**config.mk**
```make
export PLATFORM = sky130hd
export DESIGN_NAME = gamepad_remap_edge_deadzone
export DESIGN_NICKNAME = d
export VERILOG_FILES = /design/src/rtl/core/grd_pkg.sv /design/src/rtl/core/grd_axis_lane.sv /design/src/rtl/core/grd_merge.sv /design/src/rtl/core/gamepad_remap_edge_deadzone.sv
export SDC_FILE = /design/constraint.sdc
export NUM_CORES = 2
export LEC_CHECK = 0
export BUFFER_PORTS_ARGS = -buffer_cell sky130_fd_sc_hd__buf_2
export CORE_ASPECT_RATIO = 0.5
export CORE_MARGIN = 1.5
export CORE_UTILIZATION = 45
export CTS_BUF_LIST = sky130_fd_sc_hd__clkbuf_2
export DETAILED_ROUTE_END_ITERATION = 8
export GPL_TIMING_DRIVEN = 0
export PLACE_DENSITY = 0.66
export SYNTH_ARGS = -nofsm -noshare
export SYNTH_HDL_FRONTEND = slang
export SYNTH_HIERARCHICAL = 1
export SYNTH_SLANG_ARGS = --single-unit
```
**constraint.sdc**
```tcl
create_clock -name i_clk -period 7.1 [get_ports i_clk]
set_input_delay 0.71 -clock i_clk [delete_from_list [all_inputs] [get_ports i_clk]]
set_output_delay 0.71 -clock i_clk [all_outputs]
set_load 0.02 [all_outputs]
```
**src/rtl/core/grd_pkg.sv**
```systemverilog
// Shared types, codes and reset values for the gamepad remapper.
// Depends on nothing; every other file in rtl/core uses it.
`default_nettype none

package grd_pkg;

    // Command codes
    localparam logic [1:0] CMD_FRAME   = 2'd0;
    localparam logic [1:0] CMD_SUSPEND = 2'd1;
    localparam logic [1:0] CMD_RESUME  = 2'd2;
    localparam logic [1:0] CMD_UNUSED  = 2'd3;

    // Configuration register indexes
    localparam logic [2:0] CFG_DEADZONE   = 3'd0;
    localparam logic [2:0] CFG_FULL_SCALE = 3'd1;
    localparam logic [2:0] CFG_OUT_LIMIT  = 3'd2;
    localparam logic [2:0] CFG_PANEL_W    = 3'd3;
    localparam logic [2:0] CFG_PANEL_H    = 3'd4;

    // Configuration reset values
    localparam logic [14:0] RST_DEADZONE   = 15'd15;
    localparam logic [14:0] RST_FULL_SCALE = 15'd150;
    localparam logic [6:0]  RST_OUT_LIMIT  = 7'd80;
    localparam logic [15:0] RST_PANEL_W    = 16'd320;
    localparam logic [15:0] RST_PANEL_H    = 16'd240;

    // Restoring divider: step count (one per numerator bit) and step counter width
    localparam int DIV_STEPS = 23;
    localparam int CNT_W     = $clog2(DIV_STEPS);

    typedef enum logic [1:0] {
        S_IDLE,
        S_CALC,
        S_DONE
    } t_top_state;

    typedef enum logic [2:0] {
        L_IDLE,
        L_MUL,
        L_ADD,
        L_DIV,
        L_DONE
    } t_lane_state;

    typedef struct packed {
        logic [1:0]  cmd;
        logic [31:0] keys;
        logic        touch;
        logic [15:0] col;
        logic [15:0] row;
    } t_sample;

    typedef struct packed {
        logic [31:0] prev_native;
        logic [15:0] prev_pad;
        logic        prev_touch;
        logic [15:0] kept_col;
        logic [15:0] kept_row;
        logic        susp;
        logic        await_n;
        logic [31:0] frames;
    } t_keep;

    typedef struct packed {
        logic [31:0] native_now;
        logic [31:0] native_rise;
        logic [31:0] native_fall;
        logic [15:0] pad_now;
        logic [15:0] pad_rise;
        logic [15:0] pad_fall;
        logic [7:0]  stick_x;
        logic [7:0]  stick_y;
        logic [3:0]  flags;
        logic [15:0] touch_col;
        logic [15:0] touch_row;
        logic [31:0] frame_count;
    } t_result;

    typedef struct packed {
        logic [14:0] deadzone;
        logic [14:0] full_scale;
        logic [6:0]  out_limit;
    } t_stick_cfg;

    typedef struct packed {
        logic       done;
        logic [7:0] value;
    } t_lane_out;

endpackage

`default_nettype wire

```
**src/rtl/core/grd_axis_lane.sv**
```systemverilog
// One stick axis lane: deadzone, saturation and rounded linear scaling.
// Uses grd_pkg; a multiply step followed by a bit-serial restoring divider.
`default_nettype none

module grd_axis_lane (
    input  wire logic               i_clk,
    input  wire logic               i_rst_n,
    input  wire logic               i_start,
    input  wire logic [15:0]        i_axis,
    input  wire grd_pkg::t_stick_cfg i_cfg,
    output grd_pkg::t_lane_out      o_lane
);

    grd_pkg::t_lane_state r_lstate, n_lstate;

    logic [15:0]               r_mag, n_mag;
    logic                      r_neg, n_neg;
    logic [21:0]               r_prod, n_prod;
    logic [14:0]               r_range, n_range;
    logic [22:0]               r_num, n_num;
    logic [14:0]               r_rem, n_rem;
    logic [7:0]                r_quo, n_quo;
    logic [grd_pkg::CNT_W-1:0] r_cnt, n_cnt;
    logic [7:0]                r_value, n_value;

    logic [15:0] trial;
    logic        fits;
    logic [14:0] diff;
    logic [7:0]  lim8;

    always_ff @(posedge i_clk) begin
        if (!i_rst_n) begin
            r_lstate <= grd_pkg::L_IDLE;
        end else begin
            r_lstate <= n_lstate;
        end
        r_mag   <= n_mag;
        r_neg   <= n_neg;
        r_prod  <= n_prod;
        r_range <= n_range;
        r_num   <= n_num;
        r_rem   <= n_rem;
        r_quo   <= n_quo;
        r_cnt   <= n_cnt;
        r_value <= n_value;
    end

    always_comb begin
        n_lstate = r_lstate;
        n_mag    = r_mag;
        n_neg    = r_neg;
        n_prod   = r_prod;
        n_range  = r_range;
        n_num    = r_num;
        n_rem    = r_rem;
        n_quo    = r_quo;
        n_cnt    = r_cnt;
        n_value  = r_value;
        trial    = {r_rem, r_num[22]};
        fits     = trial >= {1'b0, r_range};
        diff     = r_mag[14:0] - i_cfg.deadzone;
        lim8     = {1'b0, i_cfg.out_limit};

        unique case (r_lstate)
            grd_pkg::L_IDLE, grd_pkg::L_DONE: begin
                if (i_start) begin
                    n_neg    = i_axis[15];
                    n_mag    = i_axis[15] ? (~i_axis + 16'd1) : i_axis;
                    n_lstate = grd_pkg::L_MUL;
                end
            end
            grd_pkg::L_MUL: begin
                if (r_mag <= {1'b0, i_cfg.deadzone}) begin
                    n_value  = 8'd0;
                    n_lstate = grd_pkg::L_DONE;
                end else if (r_mag >= {1'b0, i_cfg.full_scale}) begin
                    n_value  = r_neg ? (8'd0 - lim8) : lim8;
                    n_lstate = grd_pkg::L_DONE;
                end else begin
                    n_prod   = 22'(diff) * 22'(i_cfg.out_limit);
                    n_range  = i_cfg.full_scale - i_cfg.deadzone;
                    n_lstate = grd_pkg::L_ADD;
                end
            end
            grd_pkg::L_ADD: begin
                // add half the range for round-to-nearest
                n_num    = {1'b0, r_prod} + {9'd0, r_range[14:1]};
                n_rem    = 15'd0;
                n_quo    = 8'd0;
                n_cnt    = '0;
                n_lstate = grd_pkg::L_DIV;
            end
            grd_pkg::L_DIV: begin
                n_rem = fits ? 15'(trial - {1'b0, r_range}) : trial[14:0];
                n_num = {r_num[21:0], 1'b0};
                n_quo = {r_quo[6:0], fits};
                n_cnt = r_cnt + 1'b1;
                if (r_cnt == grd_pkg::CNT_W'(grd_pkg::DIV_STEPS - 1)) begin
                    n_value  = r_neg ? (8'd0 - n_quo) : n_quo;
                    n_lstate = grd_pkg::L_DONE;
                end
            end
            default: n_lstate = grd_pkg::L_IDLE;
        endcase
    end

    assign o_lane.done  = (r_lstate == grd_pkg::L_DONE);
    assign o_lane.value = r_value;

endmodule

`default_nettype wire

```
**src/rtl/core/grd_merge.sv**
```systemverilog
// Merge stage: key remap, edge masks, touch clamp, suspend/wait handling.
// Uses grd_pkg; combines the two axis lane results with the held state.
`default_nettype none

module grd_merge (
    input  wire grd_pkg::t_sample i_smp,
    input  wire grd_pkg::t_keep   i_keep,
    input  wire logic [7:0]       i_sx,
    input  wire logic [7:0]       i_sy,
    input  wire logic [15:0]      i_panel_w,
    input  wire logic [15:0]      i_panel_h,
    output grd_pkg::t_result      o_res,
    output grd_pkg::t_keep        o_keep
);

    function automatic logic [15:0] remap_keys(input logic [31:0] k);
        logic [15:0] p;
        logic        up, dn, lf, rt;
        p  = 16'd0;
        up = k[6] & ~k[7];
        dn = k[7] & ~k[6];
        lf = k[5] & ~k[4];
        rt = k[4] & ~k[5];
        p[15] = k[0];
        p[14] = k[1];
        p[13] = k[10] | k[14];
        p[12] = k[3];
        p[4]  = k[8] | k[15];
        if (k[9] && (up || dn || lf || rt)) begin
            p[11:8] = {up, dn, lf, rt};
        end else begin
            p[5]   = k[9];
            p[3:0] = {up, dn, lf, rt};
        end
        p[3] = p[3] | k[26];
        p[2] = p[2] | k[27] | k[11];
        p[1] = p[1] | k[25];
        p[0] = p[0] | k[24];
        return p;
    endfunction

    function automatic logic [15:0] clamp(input logic [15:0] v, input logic [15:0] lim);
        return (v >= lim) ? (lim - 16'd1) : v;
    endfunction

    logic [15:0] pad;
    logic [31:0] rise;

    always_comb begin
        o_keep = i_keep;
        o_res  = '0;
        pad    = remap_keys(i_smp.keys);
        rise   = i_smp.keys & ~i_keep.prev_native;

        if (i_smp.cmd == grd_pkg::CMD_SUSPEND || i_smp.cmd == grd_pkg::CMD_RESUME) begin
            o_keep.prev_native = '0;
            o_keep.prev_pad    = '0;
            o_keep.prev_touch  = 1'b0;
            o_keep.susp        = (i_smp.cmd == grd_pkg::CMD_SUSPEND);
            o_keep.await_n     = 1'b1;
        end else begin
            o_keep.frames = i_keep.frames + 32'd1;
            if (i_keep.susp || i_keep.await_n) begin
                // leave the wait only on a fully neutral sample
                if (!i_keep.susp && i_smp.keys == 32'd0 && !i_smp.touch
                    && i_sx == 8'd0 && i_sy == 8'd0) begin
                    o_keep.await_n = 1'b0;
                end
                o_keep.prev_native = '0;
                o_keep.prev_pad    = '0;
                o_keep.prev_touch  = 1'b0;
            end else begin
                o_res.native_now  = i_smp.keys;
                o_res.native_rise = rise;
                o_res.native_fall = i_keep.prev_native & ~i_smp.keys;
                o_res.pad_now     = pad;
                o_res.pad_rise    = pad & ~i_keep.prev_pad;
                o_res.pad_fall    = i_keep.prev_pad & ~pad;
                o_res.stick_x     = i_sx;
                o_res.stick_y     = i_sy;
                o_res.flags       = {rise[2],
                                     ~i_smp.touch & i_keep.prev_touch,
                                     i_smp.touch & ~i_keep.prev_touch,
                                     i_smp.touch};
                if (i_smp.touch) begin
                    o_keep.kept_col = clamp(i_smp.col, i_panel_w);
                    o_keep.kept_row = clamp(i_smp.row, i_panel_h);
                end
                o_keep.prev_native = i_smp.keys;
                o_keep.prev_pad    = pad;
                o_keep.prev_touch  = i_smp.touch;
            end
        end

        o_res.touch_col   = o_keep.kept_col;
        o_res.touch_row   = o_keep.kept_row;
        o_res.frame_count = o_keep.frames;
    end

endmodule

`default_nettype wire

```
**src/rtl/core/gamepad_remap_edge_deadzone.sv**
```systemverilog
// Top level of the gamepad remapper: request capture, control FSM, state.
// Depends on grd_pkg, grd_axis_lane (two lanes) and grd_merge.
//
// Channel   Direction  Handshake                   Payload
// input     in         i_in_valid / o_in_ready     command, keys, axes, touch
// result    out        o_out_valid / i_out_ready   key masks, pad, stick, touch, count
// config    in         i_cfg_we (no wait)          i_cfg_index, i_cfg_data
//
// A request with an axis that needs stick scaling runs through the 23-step restoring
// divider of that axis lane before the next accept. A request whose axes fall in the
// deadzone or saturate skips the divider.
// Command code 3 is dropped at accept and gives no result.
// The finished result sits in an output register, so a new request is taken while it
// waits; the next result is held in the FSM until the output register frees up.
// Reset is synchronous, active low, clears the FSM, valid flag and held state, and
// loads the configuration registers with their reset values.
`default_nettype none

module gamepad_remap_edge_deadzone (
    input  wire logic              i_clk,
    input  wire logic              i_rst_n,

    input  wire logic              i_in_valid,
    output logic                   o_in_ready,
    input  wire logic [1:0]        i_command,
    input  wire logic [31:0]       i_keys_held,
    input  wire logic signed [15:0] i_axis_x,
    input  wire logic signed [15:0] i_axis_y,
    input  wire logic              i_touch_active,
    input  wire logic [15:0]       i_touch_col,
    input  wire logic [15:0]       i_touch_row,

    output logic                   o_out_valid,
    input  wire logic              i_out_ready,
    output logic [31:0]            o_native_now,
    output logic [31:0]            o_native_rise,
    output logic [31:0]            o_native_fall,
    output logic [15:0]            o_pad_now,
    output logic [15:0]            o_pad_rise,
    output logic [15:0]            o_pad_fall,
    output logic signed [7:0]      o_stick_out_x,
    output logic signed [7:0]      o_stick_out_y,
    output logic [3:0]             o_status_flags,
    output logic [15:0]            o_touch_out_col,
    output logic [15:0]            o_touch_out_row,
    output logic [31:0]            o_frame_count,

    input  wire logic              i_cfg_we,
    input  wire logic [2:0]        i_cfg_index,
    input  wire logic [15:0]       i_cfg_data
);

    grd_pkg::t_top_state r_state, n_state;

    // configuration registers
    logic [14:0] r_deadzone;
    logic [14:0] r_full_scale;
    logic [6:0]  r_out_limit;
    logic [15:0] r_panel_w;
    logic [15:0] r_panel_h;

    grd_pkg::t_sample   r_smp;
    grd_pkg::t_keep     r_keep;
    grd_pkg::t_result   r_out;
    logic               r_out_valid;

    grd_pkg::t_keep     keep_next;
    grd_pkg::t_result   res_next;
    grd_pkg::t_stick_cfg stick_cfg;
    grd_pkg::t_lane_out lane_x, lane_y;

    logic accept;
    logic lane_start;
    logic commit;

    assign accept     = i_in_valid && o_in_ready;
    assign lane_start = accept && (i_command != grd_pkg::CMD_UNUSED);

    assign stick_cfg.deadzone   = r_deadzone;
    assign stick_cfg.full_scale = r_full_scale;
    assign stick_cfg.out_limit  = r_out_limit;

    // Write configuration; the user must write only while idle, the block has no guard against live requests.
    always_ff @(posedge i_clk) begin
        if (!i_rst_n) begin
            r_deadzone   <= grd_pkg::RST_DEADZONE;
            r_full_scale <= grd_pkg::RST_FULL_SCALE;
            r_out_limit  <= grd_pkg::RST_OUT_LIMIT;
            r_panel_w    <= grd_pkg::RST_PANEL_W;
            r_panel_h    <= grd_pkg::RST_PANEL_H;
        end else if (i_cfg_we) begin
            unique case (i_cfg_index)
                grd_pkg::CFG_DEADZONE:   r_deadzone   <= i_cfg_data[14:0];
                grd_pkg::CFG_FULL_SCALE: r_full_scale <= i_cfg_data[14:0];
                grd_pkg::CFG_OUT_LIMIT:  r_out_limit  <= i_cfg_data[6:0];
                grd_pkg::CFG_PANEL_W:    r_panel_w    <= i_cfg_data;
                grd_pkg::CFG_PANEL_H:    r_panel_h    <= i_cfg_data;
                default: ;
            endcase
        end
    end

    // Hold the request payload while the lanes work on it.
    always_ff @(posedge i_clk) begin
        if (accept) begin
            r_smp.cmd   <= i_command;
            r_smp.keys  <= i_keys_held;
            r_smp.touch <= i_touch_active;
            r_smp.col   <= i_touch_col;
            r_smp.row   <= i_touch_row;
        end
    end

    grd_axis_lane u_lane_x (
        .i_clk   (i_clk),
        .i_rst_n (i_rst_n),
        .i_start (lane_start),
        .i_axis  (i_axis_x),
        .i_cfg   (stick_cfg),
        .o_lane  (lane_x)
    );

    grd_axis_lane u_lane_y (
        .i_clk   (i_clk),
        .i_rst_n (i_rst_n),
        .i_start (lane_start),
        .i_axis  (i_axis_y),
        .i_cfg   (stick_cfg),
        .o_lane  (lane_y)
    );

    grd_merge u_merge (
        .i_smp     (r_smp),
        .i_keep    (r_keep),
        .i_sx      (lane_x.value),
        .i_sy      (lane_y.value),
        .i_panel_w (r_panel_w),
        .i_panel_h (r_panel_h),
        .o_res     (res_next),
        .o_keep    (keep_next)
    );

    // State register
    always_ff @(posedge i_clk) begin
        if (!i_rst_n) begin
            r_state <= grd_pkg::S_IDLE;
        end else begin
            r_state <= n_state;
        end
    end

    // Next state: take a request, wait for both lanes, then commit once the
    // output register is free.
    always_comb begin
        n_state    = r_state;
        o_in_ready = 1'b0;
        commit     = 1'b0;
        unique case (r_state)
            grd_pkg::S_IDLE: begin
                o_in_ready = 1'b1;
                if (lane_start) begin
                    n_state = grd_pkg::S_CALC;
                end
            end
            grd_pkg::S_CALC: begin
                if (lane_x.done && lane_y.done) begin
                    n_state = grd_pkg::S_DONE;
                end
            end
            grd_pkg::S_DONE: begin
                if (!r_out_valid || i_out_ready) begin
                    commit  = 1'b1;
                    n_state = grd_pkg::S_IDLE;
                end
            end
            default: n_state = grd_pkg::S_IDLE;
        endcase
    end

    // Advance the held state and load the output register on commit.
    always_ff @(posedge i_clk) begin
        if (!i_rst_n) begin
            r_keep      <= '0;
            r_out_valid <= 1'b0;
        end else begin
            if (commit) begin
                r_keep      <= keep_next;
                r_out_valid <= 1'b1;
            end else if (i_out_ready) begin
                r_out_valid <= 1'b0;
            end
        end
    end

    always_ff @(posedge i_clk) begin
        if (commit) begin
            r_out <= res_next;
        end
    end

    assign o_out_valid     = r_out_valid;
    assign o_native_now    = r_out.native_now;
    assign o_native_rise   = r_out.native_rise;
    assign o_native_fall   = r_out.native_fall;
    assign o_pad_now       = r_out.pad_now;
    assign o_pad_rise      = r_out.pad_rise;
    assign o_pad_fall      = r_out.pad_fall;
    assign o_stick_out_x   = r_out.stick_x;
    assign o_stick_out_y   = r_out.stick_y;
    assign o_status_flags  = r_out.flags;
    assign o_touch_out_col = r_out.touch_col;
    assign o_touch_out_row = r_out.touch_row;
    assign o_frame_count   = r_out.frame_count;

`ifndef SYNTH
    // commit only with both lane results in hand
    a_lanes_done: assert property (@(posedge i_clk) disable iff (!i_rst_n)
        (r_state == grd_pkg::S_DONE) |-> (lane_x.done && lane_y.done))
        else $error("commit state reached with a lane still busy");

    // frame count moves only on a committed frame sample
    a_frames: assert property (@(posedge i_clk) disable iff (!i_rst_n)
        !$stable(r_keep.frames) |-> $past(commit && r_smp.cmd == grd_pkg::CMD_FRAME))
        else $error("frame count changed without a frame commit");

    // live history stays cleared while suspended or waiting for neutral
    a_live_clear: assert property (@(posedge i_clk) disable iff (!i_rst_n)
        (r_keep.susp || r_keep.await_n) |->
        (r_keep.prev_native == 32'd0 && r_keep.prev_pad == 16'd0 && !r_keep.prev_touch))
        else $error("live state not cleared while suspended or waiting");

    // a new result appears only out of the commit state
    a_out_from_done: assert property (@(posedge i_clk) disable iff (!i_rst_n)
        $rose(r_out_valid) |-> $past(r_state == grd_pkg::S_DONE))
        else $error("result valid raised outside commit");
`endif

endmodule

`default_nettype wire

```
======== Word-level counts from Yosys, hierarchy flattened ========
Cells that the tools add are included.
storage, ports and cells
  bits in registers ....................... 712
  output and inout port bits .............. 230
  bits of input ports ..................... 123
cells by class
  $lt $le $gt $ge ......................... 8
  reductions and logical operators ........ 50
  $mul .................................... 2
  bitwise logic cells ..................... 33
  multiplexer cells ....................... 56
  equality and inequality tests ........... 28
  add/sub/neg operators ................... 17
operators with widths
  kind                                                 count
  two-way mux 32 bit                                   4
  two-way mux 49 bit                                   2
  one-hot mux 23 bit (2 select lines)                  2
  two-way mux 8 bit                                    10
  subtractor 15 bit                                    5
  AND 32 bit                                           2
  greater-or-equal comparator 16 x 15 -> 1 bit         4
  inverter 16 bit                                      4
  inverter 32 bit                                      2
  two-way mux 15 bit                                   4
  one-hot mux 15 bit (2 select lines)                  2
  adder 22 x 14 -> 23 bit                              2
  multiplier 15 x 7 -> 22 bit                          2
  adder 16 x 1 -> 16 bit (second input constant)       2
  adder 32 x 1 -> 32 bit (second input constant)       1
  AND 16 bit                                           2
  greater-or-equal comparator 16 bit                   2
  <= comparator 16 x 15 -> 1 bit                       2
  zero test 32 bit                                     1
  two-way mux 16 bit                                   2
  one-hot mux 8 bit (2 select lines)                   2
  subtractor 16 x 1 -> 16 bit (second input constant)  2
  one-hot mux 7 bit (2 select lines)                   2
  one-hot mux 3 bit (4 select lines)                   2
  31 further kinds                                     129

======== Logic depth before layout (Yosys ltp) ========
  depth after elaboration ................. 11
  mapped depth ............................ 28
  depth with buffers taken out ............ 27

======== Hierarchy ========
Netlist, hierarchy kept.
modules (own cells, without submodules)
  module                       area an instance (sq um)  times used  cells an instance
  gamepad_remap_edge_deadzone  15905.3                   1           1061
  grd_axis_lane (u_lane_y)     11531.1                   1           1239
  grd_axis_lane (u_lane_x)     11300.8                   1           1177
  grd_merge                    4977.3                    1           765

======== Worst setup path after synthesis ========
OpenSTA, ideal clock, no wires.
  path kind ............................... reg2reg
  start point ............................. register r_deadzone[1]
  end point ............................... register u_lane_y.r_prod[21] (data pin)
  setup slack ............................. 0.653 ns
  arrival time ............................ 6.187 ns
  setup time .............................. 0.259 ns
  required time ........................... 6.841 ns
  path buffers ............................ 2
  stages on the path, launching flop included .. 27
  cells stage by stage .................... dfxtp_1 inv_1 ha_1 nor2b_1 o21a_1 o21ai_1 a21oi_1 o41ai_2 o21ai_0 clkbuf_1 nor4_1 fa_1 inv_1 fa_1 fa_1 inv_1 fa_1 ha_1 clkbuf_1 a21oi_1 nand2_1 a21oi_1 o21ai_0 a211oi_1 o21ai_0 a21oi_1 xnor2_1
on the way
  cells in the longest elaborated chain, start to end .. 2
RTL lines
  what                         RTL line                           RTL
  from (decl)                  gamepad_remap_edge_deadzone.sv:56  logic [14:0] r_deadzone;
  from (signal assigned)       gamepad_remap_edge_deadzone.sv:86  r_deadzone <= grd_pkg::RST_DEADZONE;
  from (signal assigned)       gamepad_remap_edge_deadzone.sv:93  grd_pkg::CFG_DEADZONE: r_deadzone <= i_cfg_data[14:0];
  subtractor 15 bit            grd_axis_lane.sv:61                diff = r_mag[14:0] - i_cfg.deadzone;
  multiplier 15 x 7 -> 22 bit  grd_axis_lane.sv:80                n_prod = 22'(diff) * 22'(i_cfg.out_limit);
  to (signal assigned)         grd_axis_lane.sv:39                r_prod <= n_prod;
  to (decl)                    grd_axis_lane.sv:18                logic [21:0] r_prod, n_prod;
No other way between the ends.
A chain may end at the register's enable or synchronous reset.

======== Worst setup path after layout ========
  start point ............................. register r_deadzone[0]
  end point ............................... register u_lane_y.r_prod[19] (data pin)
The elaborated chain is that of the path after synthesis.

==> out/results.ini <==
[clock_tree]
ctsRootBufferMaster = clkbuf_2
cts-root-to-sink-buffers = 3
cts_made_buffers = 165
h-tree-depth = 4
clock_latency_ns = 1.55
clkSinkCount = 712
clkTransAtPathRegs_ns = 0.11
cts_tree = done

[drt]
wl_mm = 126
avgRoutedWirePerCell_um = 19.5
post_drt_via_cell_ratio = 5.38
ant_nets = 0
first_pass_iters = 5
drt_iter0_drc = 2682
drc_errors = 0
via_count = 34873

[power_and_ir_drop]
p_per_area_nw_per_um2 = 207
power.leakage_uw = 0.0215
peakVddDrop_mv = 0.170
p_total_uw = 10800

[synthesis]
synth_cells = 4242
synth_top_area_frac = 0.357
synth_area_um2 = 43700
yosys_warnings = 6
synth_common_cells = nand2_1, edfxtp_1, inv_1
ys.flop_type = edfxtp_1
ys_types = 96
synth.top_cells.by_area = edfxtp_1, dfxtp_1, ha_1
yosysMostFrequentCell = nand2_1
synth.avg_cell_area_um2 = 10.3
yosys_register_bits = 712
synth_top_area_cell = edfxtp_1
ys_seq_area_frac = 0.445
synth_edf_count = 519
synth-async-reset-ratio = 0

[sta]
fin_ws_ns = 0.332
min_period_over_period = 0.953
fmax_ghz = 0.148
worstMarginPinSlew_ns = 1.35
slew_headroom = 0.0912
period_needed_ns = 6.77
slew_viol_final = 0
final-setup-viol-count = 0
final-hold-violation-count = 0
fin_skew_ns = 0.150
hold-worst-slack_ns = 0.196

[placement]
place.gp.congestion = 0.933
placed_area_um2 = 47300
post-dp-hpwl_mm = 94.4
pre_cts_ws_ns = -0.617
port_buffers = 352

[worst_setup_path]
max_stage_delay_ns = 0.54
path_max_fanout = 7
crit_required_ns = 8.39
crit_slowest_cell = fa_1
crit_top_cell = fa_1
cpLargestDelayFamily = adder cells
setup.worst_path.end_class = flop
worstPathArrival_ns = 8.06
cp_num_buf_inv = 3
worstSetupStartpointType = flop
crit_type = reg -> reg

[grt]
globalRouteTotalUtil = 0.251
grt_max_degree = 86
grt_pass1_vias = 34414
grt_pass1_wl_mm = 193
grt_antenna_before_repair = 9
gr-total-overflow = 0

[cells_and_area]
drive_gt1_frac = 0.174
fin_area_um2 = 51900
nNetsFinal = 5595
utilization = 0.542
syn_to_final_growth_pct = 18.8

[die]
die_w_um = 444
core_area_um2 = 95800
num_rows = 80
die_y_um = 223
die_area_um2 = 99100
ios = 353
initial_core_util = 0.456

[hold_path]
hold_path.class = in -> reg

[status]
status = finished clean

[run]
cap_violations = 0

-- final timing paths --
| path | start | slack [ns] | cells after the start | endpoint |
|---|---|---|---|---|
| hold / removal | i_axis_x[2] | 0.20 | 3 | u_lane_x/r_mag[2] |
| setup / recovery | r_deadzone[0] | 0.33 | 25 | u_lane_y/r_prod[19] |
| hold reg to reg | r_keep[113] | 0.44 | 1 | o_native_rise[30] |
| setup reg to reg | r_deadzone[0] | 0.33 | 25 | u_lane_y/r_prod[19] |
-- worst reg2reg max path: stages (launching register included) --
cell	delay, ns
dfxtp_1	0.46
ha_1	0.30
fa_1	0.42
nor2b_1	0.16
o21ai_1	0.12
nand2_1	0.13
a21o_1	0.11
a21oi_1	0.09
xnor2_2	0.42
and2_1	0.22
fa_1	0.43
fa_1	0.47
fa_1	0.54
inv_1	0.05
fa_1	0.54
inv_1	0.04
ha_1	0.34
a21oi_1	0.16
nand2_1	0.14
o31ai_1	0.44
o21ai_1	0.24
a211oi_2	0.30
buf_4	0.15
o21bai_1	0.05
a21oi_1	0.17
xnor2_1	0.07
-- per-stage QoR --
stage	instances	TNS [ns]
final	6480	0
after global routing	6479	-0.00106
after CTS	6460	0
after detailed placement	5879	-2.02
after global placement	5870	-7.93
after floorplan	4247	0
-- logic make-up after synthesis --
logic type	count (synthesis)	share of synthesized area
AND/OR/NAND/NOR	1431	0.163
AO/OA/AOI/OAI	719	0.106
flip-flops	712	0.445
buffers and inverters	590	0.0643
adder cells (fa/ha/maj)	411	0.141
XOR/XNOR	231	0.0463
multiplexers	147	0.0340
other	1	0.0000858
-- sequential cells by signal, indices dropped and copies added, names as in the netlist, 22 cells and up --
name / count
r_keep: 115
r_smp: 67
o_frame_count: 32
o_native_fall: 32
o_native_now: 32
o_native_rise: 32
u_lane_x/r_num: 23
u_lane_y/r_num: 23
u_lane_x/r_prod: 22
u_lane_y/r_prod: 22
-- cell type report --
type                       instances  area (um2)
clock buffer                     254        1270
clock inverter                    53         369
sequential                       712       19500
inverter                         319        1200
buffer                           271        1620
timing repair buffer             647        4780
tap                             1271        1590
fill                            8587       43800
multi-input combinational       2945       21600
antenna                            8        20.0
-- routing by layer --
layer | GRT usage | part of all wire
met1 | 0.340 | 0.44
met2 | 0.405 | 0.46
met3 | 0.0426 | 0.067
met4 | 0.0912 | 0.029
met5 | 0 | 0.000079
-- layout by cell type (no fill, tap or decap), types with 129 or more instances in the layout --
| cell | synthesis | routed |
|---|---|---|
| fa_1 | 136 | 136 |
| xnor2_1 | 145 | 139 |
| buf_4 | 124 | 136 |
| ha_1 | 275 | 275 |
| inv_1 | 315 | 314 |
| dlygate4sd3_1 | 0 | 274 |
| edfxtp_1 | 519 | 519 |
| dfxtp_1 | 193 | 192 |
| a21oi_1 | 193 | 190 |
| mux2i_1 | 142 | 142 |
| buf_2 | 26 | 378 |
| nand2_1 | 537 | 537 |
| o21ai_0 | 131 | 129 |
| clkbuf_2 | 0 | 254 |
| nor2_1 | 185 | 185 |
| and2_1 | 142 | 141 |
-- where the power goes --
part	internal (uW)	switching, uW
Combinational	1310	1790
Clock	1080	1810
Sequential	4670	104
-- what timing repair did --
item	CTS	global route
gates resized for setup	4	26
buffers inserted	0	12
pin swaps	0	3
endpoints found under the hold margin	247	0
hold buffers	274	0
setup endpoints to repair	7	10
(Power assumes the default switching activity.)
